==> src/rtl/core/srsw_pkg.sv <==
// Shared types and codes for the selective-repeat sender window.
package srsw_pkg;

    // Field widths of the command and response beats.
    localparam int SEQ_BITS     = 16;
    localparam int PAYLOAD_BITS = 32;

    // Command kinds.
    localparam logic [1:0] KIND_SEND    = 2'd0;
    localparam logic [1:0] KIND_ACK     = 2'd1;
    localparam logic [1:0] KIND_TIMEOUT = 2'd2;
    localparam logic [1:0] KIND_NONE    = 2'd3;

    // Timer actions reported with each response.
    localparam logic [1:0] TMR_NONE    = 2'd0;
    localparam logic [1:0] TMR_START   = 2'd1;
    localparam logic [1:0] TMR_STOP    = 2'd2;
    localparam logic [1:0] TMR_RESTART = 2'd3;

    // Response status codes.
    localparam logic [1:0] STAT_OK       = 2'd0;
    localparam logic [1:0] STAT_FULL     = 2'd1;
    localparam logic [1:0] STAT_BAD_CSUM = 2'd2;
    localparam logic [1:0] STAT_OUT_WIN  = 2'd3;

    // One command beat.
    typedef struct packed {
        logic [1:0]              kind;
        logic [PAYLOAD_BITS-1:0] payload;
        logic [SEQ_BITS-1:0]     seq_num;
        logic                    ack_ok;
    } srsw_cmd_t;

    // One response beat.
    typedef struct packed {
        logic                    tx_valid;
        logic [SEQ_BITS-1:0]     tx_seq;
        logic [PAYLOAD_BITS-1:0] tx_payload;
        logic [1:0]              timer_action;
        logic [SEQ_BITS-1:0]     timer_seq;
        logic [1:0]              status;
        logic                    window_full;
        logic [SEQ_BITS-1:0]     window_base;
    } srsw_rsp_t;

endpackage

==> src/rtl/core/srsw_ram.sv <==
// Generic single-port-write, single-port-read RAM with registered read data.
module srsw_ram #(
    parameter int WIDTH = 32,
    parameter int DEPTH = 4
) (
    input  logic                     clk,
    input  logic                     we,
    input  logic [$clog2(DEPTH)-1:0] waddr,
    input  logic [WIDTH-1:0]         wdata,
    input  logic [$clog2(DEPTH)-1:0] raddr,
    output logic [WIDTH-1:0]         rdata
);

    logic [WIDTH-1:0] mem [DEPTH];
    logic [WIDTH-1:0] rdata_reg;

    // Write port and registered read port.
    always_ff @(posedge clk)
    begin
        if (we)
        begin
            mem[waddr] <= wdata;
        end
        rdata_reg <= mem[raddr];
    end

    assign rdata = rdata_reg;

endmodule

==> src/rtl/core/selective_repeat_sender_window.sv <==
// A send, a rejected command or kind 3 gives its response in the cycle after start.
// A timeout in the window goes through ST_READ for the payload RAM read, then responds.
// A good ack goes through ST_SLIDE, which retires one acknowledged leading slot per cycle, then responds.
// Throughput: a new command can be taken at the edge that ends the previous response beat,
// so immediate commands run one per cycle; done is a one-cycle strobe and cannot be stalled.
// Reset clears the window, counters and acked flags at once; the payload store is not cleared.
module selective_repeat_sender_window #(
    parameter int WINDOW = 4
) (
    input  logic               clk,
    input  logic               rst_n,
    input  logic               start,
    output logic               busy,
    input  srsw_pkg::srsw_cmd_t cmd,
    output logic               done,
    output srsw_pkg::srsw_rsp_t rsp
);

    import srsw_pkg::*;

    localparam int IDX_W = $clog2(WINDOW);
    localparam int CNT_W = $clog2(WINDOW + 1);

    typedef enum logic [2:0] {
        ST_IDLE  = 3'b001,
        ST_READ  = 3'b010,
        ST_SLIDE = 3'b100
    } state_t;

    state_t                  state_reg, state_next;
    logic [SEQ_BITS-1:0]     last_seq_reg, last_seq_next;
    logic [SEQ_BITS-1:0]     base_seq_reg, base_seq_next;
    logic [CNT_W-1:0]        outstanding_reg, outstanding_next;
    logic [IDX_W-1:0]        head_reg, head_next;
    logic [WINDOW-1:0]       acked_reg, acked_next;
    logic [SEQ_BITS-1:0]     seq_reg, seq_next;
    logic                    done_reg, done_next;
    srsw_rsp_t               rsp_reg, rsp_next;

    logic                    ram_we;
    logic [IDX_W-1:0]        send_slot;
    logic [IDX_W-1:0]        hit_slot;
    logic [PAYLOAD_BITS-1:0] ram_rdata;
    logic [SEQ_BITS-1:0]     win_off;
    logic                    in_win;
    logic [IDX_W-1:0]        head_inc;

    // Map a logical window offset to its physical slot in the circular store.
    function automatic logic [IDX_W-1:0] slot_of(input logic [IDX_W-1:0] head,
                                                 input logic [IDX_W-1:0] off);
        logic [IDX_W:0] sum;
        sum = {1'b0, head} + {1'b0, off};
        if (sum >= (IDX_W+1)'(WINDOW))
        begin
            sum = sum - (IDX_W+1)'(WINDOW);
        end
        return sum[IDX_W-1:0];
    endfunction

    // Window position of the acked or timed-out sequence number.
    assign win_off   = cmd.seq_num - base_seq_reg - SEQ_BITS'(1);
    assign in_win    = win_off < SEQ_BITS'(outstanding_reg);
    assign hit_slot  = slot_of(head_reg, win_off[IDX_W-1:0]);
    assign send_slot = slot_of(head_reg, outstanding_reg[IDX_W-1:0]);
    assign head_inc  = (head_reg == IDX_W'(WINDOW - 1)) ? '0 : head_reg + IDX_W'(1);

    // Payload store, one entry per window slot.
    srsw_ram #(
        .WIDTH (PAYLOAD_BITS),
        .DEPTH (WINDOW)
    ) u_store (
        .clk   (clk),
        .we    (ram_we),
        .waddr (send_slot),
        .wdata (cmd.payload),
        .raddr (hit_slot),
        .rdata (ram_rdata)
    );

    // Command sequencer: decode, payload read, window slide and response build.
    always_comb
    begin
        state_next       = state_reg;
        last_seq_next    = last_seq_reg;
        base_seq_next    = base_seq_reg;
        outstanding_next = outstanding_reg;
        head_next        = head_reg;
        acked_next       = acked_reg;
        seq_next         = seq_reg;
        done_next        = 1'b0;
        rsp_next         = '0;
        ram_we           = 1'b0;

        unique case (state_reg)
            ST_IDLE:
            begin
                if (start)
                begin
                    unique case (cmd.kind)
                        KIND_SEND:
                        begin
                            done_next = 1'b1;
                            if (outstanding_reg >= CNT_W'(WINDOW))
                            begin
                                rsp_next.status = STAT_FULL;
                            end
                            else
                            begin
                                ram_we                  = 1'b1;
                                last_seq_next           = last_seq_reg + SEQ_BITS'(1);
                                outstanding_next        = outstanding_reg + CNT_W'(1);
                                acked_next[send_slot]   = 1'b0;
                                rsp_next.tx_valid       = 1'b1;
                                rsp_next.tx_seq         = last_seq_next;
                                rsp_next.tx_payload     = cmd.payload;
                                rsp_next.timer_action   = TMR_START;
                                rsp_next.timer_seq      = last_seq_next;
                            end
                        end
                        KIND_ACK:
                        begin
                            if (!cmd.ack_ok)
                            begin
                                done_next       = 1'b1;
                                rsp_next.status = STAT_BAD_CSUM;
                            end
                            else if (!in_win)
                            begin
                                done_next       = 1'b1;
                                rsp_next.status = STAT_OUT_WIN;
                            end
                            else
                            begin
                                acked_next[hit_slot] = 1'b1;
                                seq_next             = cmd.seq_num;
                                state_next           = ST_SLIDE;
                            end
                        end
                        KIND_TIMEOUT:
                        begin
                            if (!in_win)
                            begin
                                done_next       = 1'b1;
                                rsp_next.status = STAT_OUT_WIN;
                            end
                            else
                            begin
                                seq_next   = cmd.seq_num;
                                state_next = ST_READ;
                            end
                        end
                        default:
                        begin
                            done_next = 1'b1;
                        end
                    endcase
                end
            end
            ST_READ:
            begin
                // Payload of the timed-out slot is on the RAM output now.
                done_next             = 1'b1;
                rsp_next.tx_valid     = 1'b1;
                rsp_next.tx_seq       = seq_reg;
                rsp_next.tx_payload   = ram_rdata;
                rsp_next.timer_action = TMR_RESTART;
                rsp_next.timer_seq    = seq_reg;
                state_next            = ST_IDLE;
            end
            ST_SLIDE:
            begin
                // Retire one leading acknowledged slot per cycle.
                if ((outstanding_reg != '0) && acked_reg[head_reg])
                begin
                    acked_next[head_reg] = 1'b0;
                    head_next            = head_inc;
                    base_seq_next        = base_seq_reg + SEQ_BITS'(1);
                    outstanding_next     = outstanding_reg - CNT_W'(1);
                end
                else
                begin
                    done_next             = 1'b1;
                    rsp_next.timer_action = TMR_STOP;
                    rsp_next.timer_seq    = seq_reg;
                    state_next            = ST_IDLE;
                end
            end
            default:
            begin
                state_next = ST_IDLE;
            end
        endcase

        // Window status after this step.
        rsp_next.window_full = outstanding_next >= CNT_W'(WINDOW);
        rsp_next.window_base = base_seq_next;
    end

    // Control state.
    always_ff @(posedge clk or negedge rst_n)
    begin
        if (!rst_n)
        begin
            state_reg       <= ST_IDLE;
            last_seq_reg    <= '0;
            base_seq_reg    <= '0;
            outstanding_reg <= '0;
            head_reg        <= '0;
            acked_reg       <= '0;
            done_reg        <= 1'b0;
        end
        else
        begin
            state_reg       <= state_next;
            last_seq_reg    <= last_seq_next;
            base_seq_reg    <= base_seq_next;
            outstanding_reg <= outstanding_next;
            head_reg        <= head_next;
            acked_reg       <= acked_next;
            done_reg        <= done_next;
        end
    end

    // Response beat and saved sequence number.
    always_ff @(posedge clk)
    begin
        rsp_reg <= rsp_next;
        seq_reg <= seq_next;
    end

    assign busy = (state_reg != ST_IDLE);
    assign done = done_reg;
    assign rsp  = rsp_reg;

`ifndef SYNTHESIS
    // The window never holds more than its capacity.
    a_outstanding_max: assert property (@(posedge clk) disable iff (!rst_n)
        outstanding_reg <= CNT_W'(WINDOW))
        else $error("outstanding count exceeds window size");

    // The newest sequence number leads the base by exactly the outstanding count.
    a_seq_span: assert property (@(posedge clk) disable iff (!rst_n)
        (last_seq_reg - base_seq_reg) == SEQ_BITS'(outstanding_reg))
        else $error("sequence span does not match outstanding count");

    // The base only moves during a slide, and by one.
    a_base_moves: assert property (@(posedge clk) disable iff (!rst_n)
        (base_seq_reg != $past(base_seq_reg)) |->
            ($past(state_reg) == ST_SLIDE) &&
            (base_seq_reg == $past(base_seq_reg) + SEQ_BITS'(1)))
        else $error("window base moved outside a slide");

    // A transmitted packet always comes with a timer start or restart.
    a_tx_timer: assert property (@(posedge clk) disable iff (!rst_n)
        (done && rsp.tx_valid) |->
            ((rsp.timer_action == TMR_START) || (rsp.timer_action == TMR_RESTART)))
        else $error("transmit without timer action");

    // A rejected send only happens with a full window.
    a_full_reject: assert property (@(posedge clk) disable iff (!rst_n)
        (done && (rsp.status == STAT_FULL)) |-> rsp.window_full)
        else $error("send rejected while window not full");
`endif

endmodule
==> config.mk <==
export PLATFORM = sky130hd
export DESIGN_NAME = selective_repeat_sender_window
export DESIGN_NICKNAME = d
export VERILOG_FILES = /design/src/rtl/core/srsw_pkg.sv /design/src/rtl/core/srsw_ram.sv /design/src/rtl/core/selective_repeat_sender_window.sv
export SDC_FILE = /design/constraint.sdc
export NUM_CORES = 1
export LEC_CHECK = 0
export BUFFER_PORTS_ARGS = -buffer_cell sky130_fd_sc_hd__buf_4
export CORE_AREA = 2 2 189 191
export CTS_CLUSTER_DIAMETER = 150
export DETAILED_ROUTE_END_ITERATION = 8
export DIE_AREA = 0 0 191 193
export HOLD_SLACK_MARGIN = 0.08
export SETUP_SLACK_MARGIN = 0.3
export SYNTH_ARGS = -nofsm -noshare
export SYNTH_HDL_FRONTEND = slang
export SYNTH_HIERARCHICAL = 1
export SYNTH_SLANG_ARGS = --single-unit
==> constraint.sdc <==
create_clock -name clk -period 4.03 [get_ports clk]
set_input_delay 0.403 -clock clk [delete_from_list [all_inputs] [get_ports clk]]
set_output_delay 0.403 -clock clk [all_outputs]
set_load 0.02 [all_outputs]
Yosys cells after proc, flatten, opt, wreduce, memory -nomap -nowiden

Memory sizes are Yosys's and may differ from the RTL's. A register that Yosys moved wholly into a read port is not among the register bits.
Index checks and enable logic that the tools add are counted.

Flip-flop bits (word level): 147
Output and inout bits: 88
Memories: 1
Logic and storage cells: 133
Input bits: 54
Memory bits (writable): 128

Add/sub/neg operators: 11
Equality and inequality tests: 17
Bitwise logic cells: 6
$lt $le $gt $ge: 11
Reduce and logical (&&, ||, !) cells: 14
Mux-type cells: 57

Memories:

| name        | depth | bits a word | read ports | clocked after memory_dff | wr ports | line           | text |
|---|---|---|---|---|---|---|---|
| u_store.mem | 4     | 32          | 1          | 1                        | 1        | srsw_ram.sv:14 | `logic [WIDTH-1:0] mem [DEPTH];` |

Operators with widths:

| cell                    | number |
|---|---|
| $mux W67                | 2 |
| $pmux W49 S2            | 1 |
| $mux W69                | 1 |
| $mux W16                | 4 |
| $pmux W18 S3            | 1 |
| $add A16 B1 Y16 const B | 2 |
| $pmux W16 S2            | 1 |
| $mux W3                 | 9 |
| $mux W4                 | 5 |
| $mux W18                | 1 |
| $pmux W3 S2             | 3 |
| $lt A16 B3 Y1           | 1 |
| $pmux W4 S2             | 2 |
| $sub A16 B1 Y16 const B | 1 |
| $sub A16 B16 Y16        | 1 |
| $mux W1                 | 15 |
| $ge A3 B3 Y1 const B    | 4 |
| $ne A3 B3 Y1 const B    | 4 |
| $mux W2                 | 5 |
| $lt A2 B3 Y1 const B    | 3 |
| $ne A3 B1 Y1 const B    | 3 |
| $and A4 B4 Y4           | 2 |
| $ne A2 B2 Y1 const B    | 4 |
| $not A4 Y4              | 2 |
| other kinds (26)        | 39 |

Longest topological paths before layout

Word-level depth: 15
Depth in mapped cells: 12
Gate-level depth less buffers: 12

By module

Netlist, hierarchy kept.

By module, submodules not included:

| module                         | times used | area each (um^2) | cells each |
|---|---|---|---|
| selective_repeat_sender_window | 1          | 6749.0           | 654 |
| srsw_ram                       | 1          | 5330.1           | 203 |

Least setup slack after synthesis

Ideal clock, no wire load.

Path kind: register -> register
Start: register state_reg[0]
End: memory u_store.mem[0][0] (enable)
Arrival: 4.004 ns
Path slack: -0.442 ns
Cell stages (with the launch flop): 8
Data required time: 3.562 ns
Period minus slack after synthesis: 4.472 ns
Buffers on the path: 2
Cells stage by stage: dfstp_2 clkbuf_1 and3_1 nand2_1 or3_1 clkbuf_1 inv_1 nor3b_1

Word-level cells in the longest chain between the ends: 4

RTL lines:

| item                          | line                                  | text |
|---|---|---|
| from (decl)                   | selective_repeat_sender_window.sv:30  | `state_t state_reg, state_next;` |
| from (signal assigned)        | selective_repeat_sender_window.sv:214 | `state_reg <= state_next;` |
| $eq A3 B1 Y1                  | selective_repeat_sender_window.sv:94  | `unique case (state_reg)` |
| $mux W1                       | selective_repeat_sender_window.sv:94  |  |
| named net ram_we              | selective_repeat_sender_window.sv:40  | `logic ram_we;` |
| $mux W1                       | srsw_ram.sv:20                        | `if (we)` |
| $mux W1 (implied by the code) | srsw_ram.sv:22                        | `mem[waddr] <= wdata;` |
| to (decl)                     | srsw_ram.sv:14                        |  |

The timed path passes the listed nets, and every way through them passes these cells.

Worst setup path after layout

Start: input port cmd[8] (netlist name)
End: register acked_reg[3]

Word-level cells in the longest chain between the ends: 5

RTL lines:

| item                        | line                                  | text |
|---|---|---|
| from (decl)                 | selective_repeat_sender_window.sv:14  | `input srsw_pkg::srsw_cmd_t cmd,` |
| $sub A16 B16 Y16            | selective_repeat_sender_window.sv:61  | `assign win_off = cmd.seq_num - base_seq_reg - SEQ_BITS'(1);` |
| $sub A16 B1 Y16             | selective_repeat_sender_window.sv:61  |  |
| $lt A16 B3 Y1               | selective_repeat_sender_window.sv:62  | `assign in_win = win_off < SEQ_BITS'(outstanding_reg);` |
| $ne A3 B3 Y1 (no line)      | -                                     |  |
| $reduce_and A7 Y1 (no line) | -                                     |  |
| to (signal assigned)        | selective_repeat_sender_window.sv:219 | `acked_reg <= acked_next;` |
| to (decl)                   | selective_repeat_sender_window.sv:35  | `logic [WINDOW-1:0] acked_reg, acked_next;` |

No other way between the ends.
A chain may end at the register's enable or synchronous reset.

==> flow_metrics.env <==
export IMPL_regArea_mm2=0.00781
export IMPL_peakVddDrop_v=0.000389
export IMPL_clock_root_buffer="clkbuf_16"
export IMPL_leakagePower_nw=6.14
export IMPL_cp_num_buf_inv=2
export IMPL_slew_viol_final=0
export IMPL_crit_required_ns=4.44
export IMPL_cp_top_family="compound AO/OA/AOI/OAI gates"
export IMPL_placementRows=69
export IMPL_cts_tree="built"
export IMPL_vias=7594
export IMPL_synth_edf_count=144
export IMPL_place_congestion=0.874
export IMPL_maxSlewHeadroom_pct=48.9
export IMPL_instances_no_fill=1552
export IMPL_die_height_um=193
export IMPL_syn_to_final_growth_pct=26.6
export IMPL_r2r_start="base_seq_reg[1]"
export IMPL_finalInstanceArea_mm2=0.0153
export IMPL_rrSetupSlack_ns=0.56
export IMPL_setup_viol=0
export IMPL_fill_cells=3191
export IMPL_drt_iter0_markers=506
export IMPL_path_depth=11
export IMPL_die_area_mm2=0.0369
export IMPL_initial_core_util_pct=34.5
export IMPL_r2r_end="acked_reg[3]"
export IMPL_antenna_cells_inserted=0
export IMPL_path_class="input pin to flip-flop"
export IMPL_placed_area_mm2=0.0137
export IMPL_core_area_mm2=0.0350
export IMPL_ys_types=75
export IMPL_dieWidth_um=191
export IMPL_period_needed_ns=3.58
export IMPL_synth_nets=945
export IMPL_grt_antenna_before_repair=0
export IMPL_place_inst=1441
export IMPL_synth_ff_type="edfxtp_1"
export IMPL_largest_reg_flops=128
export IMPL_grt_pass1_wl_um=42500
export IMPL_clkTransAtPathRegs_ns=0.06
export IMPL_io_pins=142
export IMPL_yosysTopAreaCell="edfxtp_1"
export IMPL_viasPerCell=4.89
export IMPL_async_flop_share_pct=14.7
export IMPL_ys_seq_area_share_pct=64.7
export IMPL_fin_nets=1154
export IMPL_yosys_warnings=6
export IMPL_synthTopCellsByArea="edfxtp_1, dfxtp_1, dfrtp_1, mux4_2, ha_1"
export IMPL_rsz0062_at_grt="yes"
export IMPL_worstSetupEndpointType="flip-flop"
export IMPL_crit_end="acked_reg[3]"
export IMPL_finalCritPeriodShare_pct=88.8
export IMPL_critPathMaxFanout=14
export IMPL_hpwl_um=18600
export IMPL_crit_slowest_cell="dlygate4sd3_1"
export IMPL_overflow=0
export IMPL_status="finished clean"
export IMPL_drc=0
export IMPL_cp_start_kind="input pin"
export IMPL_cp_cell_sequence="dlygate4sd3_1 -> buf_4 -> ha_1 -> a21o_1 -> a31o_1 -> o21ai_1 -> or4b_1 -> a311oi_2 -> nand4b_4 -> a32o_2 -> o32a_1"
export IMPL_track_usage_pct=15.1
export IMPL_hold_class="input pin to flip-flop"
export IMPL_pre_cts_ws_ns=0.333
export IMPL_netlist_area_mm2=0.0121
export IMPL_io_buffers=141
export IMPL_setup_ws_ns=0.453
export IMPL_critPathArrivalTime_ns=3.99
export IMPL_syn_area_per_cell_um2=14.1
export IMPL_setup_tns_ns=0
export IMPL_worstMarginPinSlew_ns=0.762
export IMPL_skew_ns=0.0116
export IMPL_ant_nets=0
export IMPL_drive_above_1_share_pct=24.9
export IMPL_grt_pass1_vias=7560
export IMPL_startpoint="cmd[8]"
export IMPL_clockBufferDepth=3
export IMPL_total_power_w=0.00668
export IMPL_clkSinkCount=307
export IMPL_drv_cap=0
export IMPL_insertion_delay_ns=0.53
export IMPL_ys_ff_latch=307
export IMPL_h_tree_depth=2
export IMPL_synth_top_area_share_pct=35.8
export IMPL_multi_input_area_mm2=0.00399
export IMPL_rr_worst_depth=10
export IMPL_slowest_delay_ns=0.55
export IMPL_synth_cells=857
export IMPL_powerDensity_mw_per_mm2=437
export IMPL_hold_viol=0
export IMPL_wl_per_cell_um=17.9
export IMPL_drt_pass1_iter_count=5
export IMPL_fmax_mhz=280
export IMPL_grt_max_degree=46
export IMPL_drt_wl_total_um=27800
export IMPL_cts_buffers=34
==> logic make-up (layout without fill, tap and decap cells) <==
family          Yosys count  count (layout)  synth area share (%)
mux                      39              39                  6.77
fa+ha+maj                34              34                  3.58
flops                   307             307                  64.7
xor+xnor                 52              52                  3.77
simple gates            205             205                  8.87
compound gates          152             152                  9.46
buf+inv                  68             302                  2.86
==> cell usage in the layout (no fill, tap or decap), drive strengths merged, types with 9 or more instances in the layout <==
cell and n:
buf 160, edfxtp 144, dfxtp 118, nand2 53
dlygate4sd3 47, dfrtp 44, nor2 44, clkbuf 44
xnor2 36, inv 34, a21o 34, a22o 33
ha 33, mux4 33, a21oi 26, nand3 22
o21ai 22, xor2 16, nor3 14, nor4 11
clkinv 11, nor2b 9
==> layer usage <==
| layer | global-route usage (%) | share of wire [%] |
|---|---|---|
| met1 | 20.0 | 46 |
| met4 | 5.49 | 2.6 |
| met2 | 24.4 | 47 |
| met3 | 3.28 | 4.7 |
| met5 | 0 | 0 |
==> final cells by class <==
cell class / count / share of cell area, %
clock buffers: 44 / 6.15
clock inverters: 17 / 1.09
flip-flops and latches: 307 / 51.1
inverters: 34 / 0.835
multi-input cells: 482 / 26.1
repair buffers: 207 / 11.0
well taps: 461 / 3.77
==> worst reg2reg max path, delay by kind of cell, from the launching register on <==
kind                       cells  cell delay, ns
buffers and inverters          1            0.15
AOI/OAI and AO/OA              6            2.01
adders and majority gates      1            0.26
and+or+nand+nor                1            0.22
DFF                            1            0.38
muxes                          1            0.33
==> synthesized netlist by cell type (2+ instances only) <==
master / number
a2111oi_0: 3
a211oi_1: 4
a21o_1: 34
a21oi_1: 26
a22o_1: 33
and2_1: 4
and3_1: 6
and3b_1: 2
buf_12: 3
buf_2: 6
buf_6: 4
clkbuf_1: 20
dfrtp_1: 44
dfxtp_1: 118
edfxtp_1: 144
ha_1: 33
inv_1: 34
mux2_2: 2
mux2i_1: 3
mux4_1: 2
mux4_2: 31
nand2_1: 52
nand2b_1: 8
nand3_1: 22
nand3b_1: 2
nand4_1: 7
nor2_1: 44
nor2b_1: 9
nor3_1: 14
nor3b_1: 4
nor4_1: 10
nor4b_1: 2
o2111ai_1: 3
o211a_1: 2
o211ai_1: 3
o21ai_0: 19
o21ai_1: 2
o32a_1: 4
or2_2: 4
or3_1: 5
xnor2_1: 36
xor2_1: 16
==> through the flow <==
stage / util (%) / hold WS [ns]
floorplan: - / 0.107
finish: 43.7 / 0.0994
global route: 43.7 / 0.0877
CTS: 43.6 / 0.0801
detailed placement: 39.1 / 0.424
global placement: 39.1 / 0.422
==> worst min path at each step <==
stage | startpoint | to | slack (ns) | depth (start not counted)
2_1_floorplan | rst_n | asynchronous set/reset pin | 0.11 | 0
3_3_place_gp | u_store/rdata[28] | rsp[65] | 0.42 | 1
3_5_place_dp | u_store/rdata[28] | rsp[65] | 0.42 | 1
4_1_cts | cmd[43] | u_store/mem[0][26] | 0.08 | 1
5_1_grt | cmd[43] | u_store/mem[3][26] | 0.09 | 1
6_report | cmd[43] | u_store/mem[0][26] | 0.1 | 1
==> power breakdown <==
part / total, W / internal [W] / leakage [nW] / switching, W
clock: 0.00302 / 0.00179 / 0.529 / 0.00123
sequential: 0.00330 / 0.00329 / 2.87 / 0.00000838
combinational: 0.000361 / 0.000171 / 2.73 / 0.000191
==> what timing repair did <==
action	in CTS	in global routing
gates resized for setup	0	8
hold buffers	47	0
endpoints found under the hold margin	180	0
endpoints found under the setup margin	0	22
buffers inserted	0	3
Note: power is estimated with default switching activity, not from simulation.
